**config.mk**
```make
export PLATFORM = sky130hd
export DESIGN_NAME = hbsd_cell
export DESIGN_NICKNAME = d
export VERILOG_FILES = /design/src/rtl/hbsd_pkg.sv /design/src/rtl/hbsd_cell.sv
export SDC_FILE = /design/constraint.sdc
export NUM_CORES = 1
export LEC_CHECK = 0
export ABC_CLOCK_PERIOD_IN_PS = 2300
export BUFFER_PORTS_ARGS = -buffer_cell sky130_fd_sc_hd__buf_2
export CAP_MARGIN = 10
export CORE_MARGIN = 10
export CORE_UTILIZATION = 40
export DETAILED_ROUTE_END_ITERATION = 10
export PLACE_DENSITY = 0.77
export SYNTH_ARGS = -nofsm -noshare
export SYNTH_HDL_FRONTEND = slang
export SYNTH_SLANG_ARGS = --single-unit
```
**constraint.sdc**
```tcl
create_clock -name i_clk -period 2.3 [get_ports i_clk]
set_clock_uncertainty 0.05 [all_clocks]
set_input_delay 0.115 -clock i_clk [delete_from_list [all_inputs] [get_ports i_clk]]
set_output_delay 0.115 -clock i_clk [all_outputs]
set_load 0.1 [all_outputs]
```
**src/rtl/hbsd_pkg.sv**
```systemverilog
// Shared widths, operation codes and the table write bus of the Huffman decoder.
package hbsd_pkg;

    // Field widths of the transfer payloads
    localparam int IDX_W  = 8;
    localparam int CODE_W = 16;
    localparam int LEN_W  = 5;
    localparam int SYM_W  = 8;

    // Operation codes of an input transfer
    localparam logic OP_LOAD   = 1'b0;
    localparam logic OP_DECODE = 1'b1;

    // Broadcast write of one table slot
    typedef struct packed {
        logic             en;
        logic [IDX_W-1:0]  idx;
        logic [CODE_W-1:0] code;
        logic [LEN_W-1:0]  len;
        logic [SYM_W-1:0]  sym;
    } t_wr;

endpackage

```
**src/rtl/hbsd_cell.sv**
```systemverilog
// One table slot of the decoder chain: stores an entry and checks the passing code against it.
module hbsd_cell #(
    parameter int INDEX        = 0,
    parameter int MAX_CODE_LEN = 16
) (
    input  logic                          i_clk,
    input  logic                          i_rst_n,
    input  hbsd_pkg::t_wr                 i_wr,
    input  logic                          i_tok_valid,
    input  logic                          i_tok_found,
    input  logic [MAX_CODE_LEN-1:0]        i_tok_code,
    input  logic [$clog2(MAX_CODE_LEN+1)-1:0] i_tok_len,
    input  logic [hbsd_pkg::SYM_W-1:0]     i_tok_sym,
    output logic                          o_tok_valid,
    output logic                          o_tok_found,
    output logic [MAX_CODE_LEN-1:0]        o_tok_code,
    output logic [$clog2(MAX_CODE_LEN+1)-1:0] o_tok_len,
    output logic [hbsd_pkg::SYM_W-1:0]     o_tok_sym
);

    localparam int LW = $clog2(MAX_CODE_LEN + 1);
    localparam int CW = (LW > hbsd_pkg::LEN_W) ? LW : hbsd_pkg::LEN_W;

    // Stored entry; length clears at reset, which marks the slot unused
    logic [hbsd_pkg::CODE_W-1:0] r_code;
    logic [hbsd_pkg::LEN_W-1:0]  r_len;
    logic [hbsd_pkg::SYM_W-1:0]  r_sym;

    // Outgoing token
    logic                     r_tok_valid;
    logic                     r_tok_found;
    logic [MAX_CODE_LEN-1:0]   r_tok_code;
    logic [LW-1:0]             r_tok_len;
    logic [hbsd_pkg::SYM_W-1:0] r_tok_sym;

    logic [MAX_CODE_LEN-1:0] code_ext;
    logic [MAX_CODE_LEN-1:0] len_mask;
    logic                    wr_hit;
    logic                    entry_ok;
    logic                    len_eq;
    logic                    match;

    // Entry code widened or cut to the accumulator width, and the mask of its used bits
    for (genvar k = 0; k < MAX_CODE_LEN; k++) begin : g_bits
        if (k < hbsd_pkg::CODE_W) begin : g_have
            assign code_ext[k] = r_code[k];
        end else begin : g_zero
            assign code_ext[k] = 1'b0;
        end
        assign len_mask[k] = (CW'(k) < CW'(r_len));
    end

    assign wr_hit   = i_wr.en && (i_wr.idx == hbsd_pkg::IDX_W'(INDEX));
    assign entry_ok = (r_len != '0) && (r_sym != '0);
    assign len_eq   = (CW'(r_len) == CW'(i_tok_len));
    assign match    = i_tok_valid && !i_tok_found && entry_ok && len_eq &&
                      (((code_ext ^ i_tok_code) & len_mask) == '0);

    // Table slot write
    always_ff @(posedge i_clk) begin
        if (!i_rst_n) begin
            r_len <= '0;
        end else if (wr_hit) begin
            r_len <= i_wr.len;
        end
    end

    always_ff @(posedge i_clk) begin
        if (wr_hit) begin
            r_code <= i_wr.code;
            r_sym  <= i_wr.sym;
        end
    end

    // Token stage toward the next cell
    always_ff @(posedge i_clk) begin
        if (!i_rst_n) begin
            r_tok_valid <= 1'b0;
        end else begin
            r_tok_valid <= i_tok_valid;
        end
    end

    always_ff @(posedge i_clk) begin
        r_tok_found <= i_tok_found || match;
        r_tok_code  <= i_tok_code;
        r_tok_len   <= i_tok_len;
        r_tok_sym   <= match ? r_sym : i_tok_sym;
    end

    assign o_tok_valid = r_tok_valid;
    assign o_tok_found = r_tok_found;
    assign o_tok_code  = r_tok_code;
    assign o_tok_len   = r_tok_len;
    assign o_tok_sym   = r_tok_sym;

endmodule

```
==> results.py, run 1 <==
metrics = {
    "status": {
        "status": "finished, final reports clean",
    },
    "timing": {
        "finalSetupViolations": 0,
        "tns_ns": 0,
        "post-route-min-period_ns": 2.18,
        "hold_viol": 0,
        "layout_setup_ws_ns": 0.115,
        "rsz0062_at_grt": "false",
        "drv_slew": 0,
        "fin_crit_sh_pct": 95.0,
        "slew_headroom_pct": 66.5,
        "tightest_slew_ns": 0.505,
        "max_freq_mhz": 458,
    },
    "setup_path": {
        "cp.required_ns": 2.48,
        "start_kind": "input port",
        "path_max_fanout": 9,
        "critPathCaptureType": "flop",
        "criticalPathCategory": "in2reg",
        "arrival_ns": 2.36,
    },
    "route": {
        "wl_um": 6330,
        "avgViaCountPerCell": 4.52,
        "firstDrtPassIters": 4,
        "wire_per_inst_um": 15.4,
        "num_vias": 1858,
        "drt.antenna.violating_nets": 0,
        "drt_iter0_markers": 152,
        "remaining_drc_errors": 0,
    },
    "grt": {
        "grtUsageTotal_pct": 15.0,
        "grt_pass1_wl_um": 10200,
        "antenna_found_initial": 0,
        "grt_pass1_vias": 2067,
        "grt_max_degree": 24,
        "grt-ovfl-total": 0,
    },
    "yosys": {
        "synthesis.instances": 161,
        "synthFlopType": "dfxtp_1",
        "synth_top_area_share_pct": 34.1,
        "yosysTopAreaCell": "dfxtp_1",
        "synthArstFlopShare_pct": 0,
        "avgSynthCellArea_um2": 13.1,
        "syn_nets": 232,
        "yosysSeqAreaShare_pct": 68.2,
        "synth_seq_cells": 60,
        "syn_area_mm2": 0.00211,
        "ys_top_cells_by_area": "dfxtp_1, edfxtp_1, xnor2_1, mux2_2, nand2_1",
        "synth_edf_count": 24,
        "ys_types": 30,
        "ys_warn_count": 0,
    },
    "die": {
        "die-area_mm2": 0.00859,
        "dieHeight_um": 92.7,
        "chipWidth_um": 92.7,
        "io_pins": 102,
        "fp-row-count": 26,
        "start_util_pct": 41.4,
        "core-area_mm2": 0.00511,
    },
    "finish": {
        "final_util_pct": 69.6,
        "fin_nets": 407,
        "antenna_cells": 0,
        "syn_to_final_growth_pct": 68.2,
        "final_layout_size_suffix_gt1_share_pct": 39.9,
        "final_cells": 411,
    },
    "clocking": {
        "clk_latency_ns": 0.33,
        "cts_setup_buffers": 0,
        "clkSlewWorstSetupHoldPaths_ns": 0.07,
        "cts_tree": "yes",
        "htree_levels": 3,
        "cts_buffer_depth": 2,
        "root_buffer": "clkbuf_8",
        "cts_buffers": 9,
        "cts.sinks": 60,
    },
    "placed_design": {
        "dp_hpwl_um": 4270,
        "dp.cells": 334,
        "gp_congestion": 0.781,
        "place_ws_ns": 0.0683,
        "io_buffers": 101,
    },
    "power_and_ir_drop": {
        "leakage_nw": 1.49,
        "powerDensity_mw_per_mm2": 697,
        "ir_drop_v": 0.000388,
    },
    "min_path": {
        "hold_class": "in2reg",
    },
    "flow_run": {
        "drv_cap": 0,
    },
}
-- sequential cells by signal, indices dropped and copies added, names as in the netlist --
signal	count
code_ext	16
r_len	5
o_tok_found	1
o_tok_len	5
o_tok_valid	1
o_tok_code	16
r_sym	8
o_tok_sym	8
-- layout by cell type, fill, tap and decap left out, drive strengths merged --
cell type / synthesis / layout
buf: 4 / 108
dlygate4sd3: 0 / 61
dfxtp: 36 / 36
edfxtp: 24 / 24
xnor2: 15 / 15
nand2: 14 / 14
clkbuf: 1 / 9
o21ai: 9 / 9
a21oi: 8 / 8
mux2: 8 / 8
nor2: 6 / 6
xor2: 5 / 5
a21boi: 5 / 5
nor4: 4 / 4
inv: 3 / 4
nor3: 3 / 3
clkinv: 0 / 3
a31oi: 2 / 2
nand3: 2 / 2
o2111ai: 2 / 2
clkinvlp: 0 / 2
or2: 2 / 2
a211oi: 2 / 2
nand4b: 1 / 1
or3: 1 / 1
o211ai: 1 / 1
o22ai: 1 / 1
nand4: 1 / 1
and2: 1 / 1
bufinv: 0 / 1
-- final timing paths --
path / startpoint / end / slack (ns) / cells after the start
max reg2reg: r_len[2] / o_tok_sym[7] / 0.14 / 7
max: i_tok_code[12] / o_tok_sym[7] / 0.12 / 9
min: i_rst_n / r_len[1] / 0.03 / 2
min reg2reg: r_len[4] / r_len[4] / 0.45 / 2
-- layer usage --
layer / GRT usage (%) / wire length, um
met1: 15.5 / 2530
met2: 27.2 / 3270
met3: 5.33 / 437
met4: 5.91 / 100
met5: 0 / 0
-- power breakdown --
part / leakage, nW / switching (W) / internal [W] / total (W)
sequential: 0.517 / 0.00000719 / 0.00113 / 0.00114
combinational: 0.874 / 0.000280 / 0.000150 / 0.000430
clock: 0.0953 / 0.000411 / 0.000494 / 0.000905
-- through the flow --
stage	cell area, um^2	hold WS [ns]	total power [W]
floorplan	2110	0.0927	0.00141
global placement	2740	0.193	0.00151
detailed placement	2740	0.193	0.00151
CTS	3540	0.00447	0.00249
global route	3550	0.0275	0.00257
finish	3550	0.0272	0.00248
-- layout make-up --
| class | count | area, um^2 |
|---|---|---|
| sequential | 60 | 1440 |
| multi-input combinational | 93 | 639 |
| timing repair buffer | 169 | 1180 |
| fill | 362 | 1550 |
| clock buffer | 9 | 124 |
| inverter | 3 | 11.3 |
| tap | 70 | 87.6 |
| clock inverter | 7 | 66.3 |
-- kinds of logic (layout without fill, tap and decap cells) --
| logic type | after synthesis | after routing | synth area share, % |
|---|---|---|---|
| flops | 60 | 60 | 68.2 |
| simple gates | 35 | 35 | 8.53 |
| compound gates | 30 | 30 | 8.82 |
| xor+xnor | 20 | 20 | 8.29 |
| mux | 8 | 8 | 4.26 |
| buf+inv | 8 | 188 | 1.89 |
-- cells in the mapped netlist, types with 3 or more instances --
cell      number
xnor2_1       15
a21boi_0       5
mux2_2         8
nor4_1         3
nand2_1       14
inv_1          3
nor2_1         6
edfxtp_1      24
o21ai_0        9
nor3_1         3
a21oi_1        8
dfxtp_1       36
xor2_1         5
-- worst max-delay path: stages --
cell,delay (ns)
dlygate4sd3_1,0.53
buf_2,0.14
xnor2_2,0.24
o22ai_1,0.14
a211oi_2,0.16
o2111ai_1,0.20
nor4_4,0.30
buf_6,0.18
mux2_2,0.34
-- what timing repair did --
| action | CTS | global route |
|---|---|---|
| hold endpoints to repair | 60 | 0 |
| resized for setup | 0 | 3 |
| hold buffers | 61 | 0 |
| setup endpoints to repair | 0 | 8 |
No activity file was read; power rests on OpenSTA's default activity.
==> run 2, diff against run 1 <==
--- a/config.mk
+++ b/config.mk
@@ -5,13 +5,14 @@
 export SDC_FILE = /design/constraint.sdc
 export NUM_CORES = 1
 export LEC_CHECK = 0
+export ABC_AREA = 1
 export ABC_CLOCK_PERIOD_IN_PS = 2300
 export BUFFER_PORTS_ARGS = -buffer_cell sky130_fd_sc_hd__buf_2
 export CAP_MARGIN = 10
 export CORE_MARGIN = 10
 export CORE_UTILIZATION = 40
 export DETAILED_ROUTE_END_ITERATION = 10
-export PLACE_DENSITY = 0.77
+export PLACE_DENSITY = 0.74
 export SYNTH_ARGS = -nofsm -noshare
 export SYNTH_HDL_FRONTEND = slang
 export SYNTH_SLANG_ARGS = --single-unit
==> run 2 against run 1 <==
Net effect: first-iteration DRC count shrank 22%; synthesized area grew 22%; routed wire length grew 14%; count of clock-buffer cells in the layout grew 3; die area grew 17%; flip-flop and latch count is the same; cell count grew 33%; worst setup slack gained 0.35 ns; utilization shrank 6.1 points; largest power group unchanged.
==> results.py, run 2 <==
metrics = {
    "grt": {
        "antenna_found_initial": 0,
        "grt_pass1_wl_um": 12000,
        "grtUsageTotal_pct": 14.8,
        "grt_max_degree": 35,
        "grt-ovfl-total": 0,
        "grt_pass1_vias": 2673,
    },
    "timing": {
        "tns_ns": 0,
        "max_freq_mhz": 544,
        "fin_crit_sh_pct": 80.0,
        "post-route-min-period_ns": 1.84,
        "rsz0062_at_grt": "false",
        "tightest_slew_ns": 0.511,
        "drv_slew": 0,
        "finalSetupViolations": 0,
        "hold_viol": 0,
        "slew_headroom_pct": 65.9,
    },
    "die": {
        "core-area_mm2": 0.00631,
        "die-area_mm2": 0.0101,
        "start_util_pct": 40.8,
        "chipWidth_um": 100,
        "dieHeight_um": 100,
        "fp-row-count": 29,
        "io_pins": 102,
    },
    "yosys": {
        "synth_seq_cells": 60,
        "yosysSeqAreaShare_pct": 55.9,
        "yosysTopAreaCell": "dfxtp_1",
        "yosys.cell_count.top_type": "nand2_1",
        "synthFlopType": "dfxtp_1",
        "avgSynthCellArea_um2": 8.74,
        "ys_top_cells_by_count": "nand2_1, dfxtp_1, inv_1, nor2_1, edfxtp_1",
        "ys_types": 31,
        "ys_warn_count": 0,
        "ys_top_cells_by_area": "dfxtp_1, edfxtp_1, nand2_1, inv_1, nor2_1",
        "syn_nets": 366,
        "synthesis.instances": 295,
        "synthArstFlopShare_pct": 0,
        "synth_edf_count": 24,
        "syn_area_mm2": 0.00258,
        "synth_top_area_share_pct": 28.0,
    },
    "power_and_ir_drop": {
        "power.share.clock_pct": 40.8,
        "p_sw_w": 0.000701,
        "leakage_nw": 2.02,
        "intPower_w": 0.00198,
        "power_frac_comb_pct": 16.5,
        "pwr-share-seq_pct": 42.7,
        "switching_share_pct": 26.2,
        "ir_drop_v": 0.000421,
        "powerDensity_mw_per_mm2": 668,
    },
    "finish": {
        "final_util_pct": 63.5,
        "n_fill_cell": 516,
        "final_layout_size_suffix_gt1_share_pct": 31.3,
        "multiInputGateArea_um2": 941,
        "fin_nets": 536,
        "final_cell_mix": "buf_2, nand2_1, dlygate4sd3_1",
        "final_common_cell": "buf_2",
        "antenna_cells": 0,
        "final_area_mm2": 0.00401,
        "ff_latch_area_mm2": 0.00144,
        "syn_to_final_growth_pct": 55.5,
    },
    "setup_path": {
        "start_kind": "flop",
        "path_max_fanout": 9,
        "reg2reg_slack_ns": 0.46,
        "criticalPathCategory": "reg2reg",
        "arrival_ns": 2.07,
        "critPathCaptureType": "flop",
        "cp.required_ns": 2.54,
    },
    "clocking": {
        "cts_setup_buffers": 0,
        "post_cts_resized": 0,
        "cts.sinks": 60,
        "htree_levels": 3,
        "root_buffer": "clkbuf_8",
        "postCtsHoldBufs": 62,
        "cts_buffer_depth": 2,
        "clk_latency_ns": 0.34,
        "clkSlewWorstSetupHoldPaths_ns": 0.07,
        "cts_tree": "yes",
        "cts_buffers": 9,
    },
    "placed_design": {
        "io_buffers": 101,
        "placed_area_mm2": 0.00315,
        "gp_congestion": 0.922,
        "dp_hpwl_um": 5110,
    },
    "flow_run": {
        "drv_cap": 0,
    },
    "route": {
        "firstDrtPassIters": 6,
        "drt.antenna.violating_nets": 0,
        "remaining_drc_errors": 0,
        "wl_um": 7220,
        "drt_iter0_markers": 118,
        "wire_per_inst_um": 13.2,
        "avgViaCountPerCell": 4.58,
        "num_vias": 2504,
    },
    "min_path": {
        "hold_class": "in2reg",
    },
    "status": {
        "status": "finished, final reports clean",
    },
}
run 2: cell types whose count changed in the layout (fill, tap and decap cells not counted), moves of 7 or more:
cell and delta:
inv_1 +32, inv_2 +7, mux2_2 -8, nand2_1 +65, nand3_1 +11, nand4_1 +9, nor2_1 +29, nor2_2 +7
xnor2_1 -12
run 2: critical path, cell delays in order, from the launching register on:
cell and delay (ns):
dfxtp_1 0.64, nand3_1 0.19, nor2_1 0.21, nor2_1 0.08, nor2_1 0.09, nand2_1 0.09
nor2_4 0.21, nand4_1 0.13, nand2_1 0.09
run 2: cell type report:
cell class / count / share of cell area, %
clock buffers: 12 / 4.12
repair buffers: 164 / 28.3
clock inverters: 4 / 1.75
inverters: 43 / 4.03
well taps: 77 / 2.40
flip-flops and latches: 60 / 36.0
multi-input cells: 187 / 23.5
run 2: per-layer routing:
layer / global-route usage [%] / part of all wire (%) / up-vias / wire length, um
met2: 25.9 / 51 / 117 / 3710
met1: 15.3 / 38 / 1097 / 2730
met4: 6.30 / 2.2 / 0 / 157
met3: 5.70 / 8.5 / 20 / 617
li1: - / - / 1270 / -
met5: 0 / 0 / - / 0
run 2: logic make-up (layout without fill, tap and decap cells):
logic type,Yosys count,after routing,synth area share (%)
AO/OA/AOI/OAI,16,16,3.35
XOR/XNOR,8,8,2.72
buffers and inverters,48,223,7.91
flip-flops,60,60,55.9
AND/OR/NAND/NOR,163,163,30.1
run 2: worst paths after layout:
path,cells past startpoint,startpoint,endpoint
min reg2reg,2,r_sym[6],o_tok_sym[6]
max,8,r_len[3],o_tok_sym[7]
max reg2reg,8,r_len[3],o_tok_sym[7]
min,3,i_rst_n,r_len[4]
run 2: power groups by stage:
| stage | sequential, W | clock [W] | combinational (W) |
|---|---|---|---|
| floorplan | 0.00138 | 0 | 0.0000432 |
| global placement | 0.00116 | 0 | 0.000359 |
| detailed placement | 0.00116 | 0 | 0.000362 |
| CTS | 0.00114 | 0.00112 | 0.000444 |
| global route | 0.00114 | 0.00116 | 0.000470 |
| finish | 0.00114 | 0.00109 | 0.000443 |
run 2: through the flow:
stage	worst slack, ns	instances	power (W)	hold slack, ns
3_5_place_dp	0.567	469	0.00153	0.185
4_1_cts	0.471	547	0.00270	0.000228
2_1_floorplan	0.803	295	0.00142	0.0927
3_3_place_gp	0.708	469	0.00152	0.184
6_report	0.461	547	0.00268	0.0184
5_1_grt	0.322	547	0.00277	0.0101
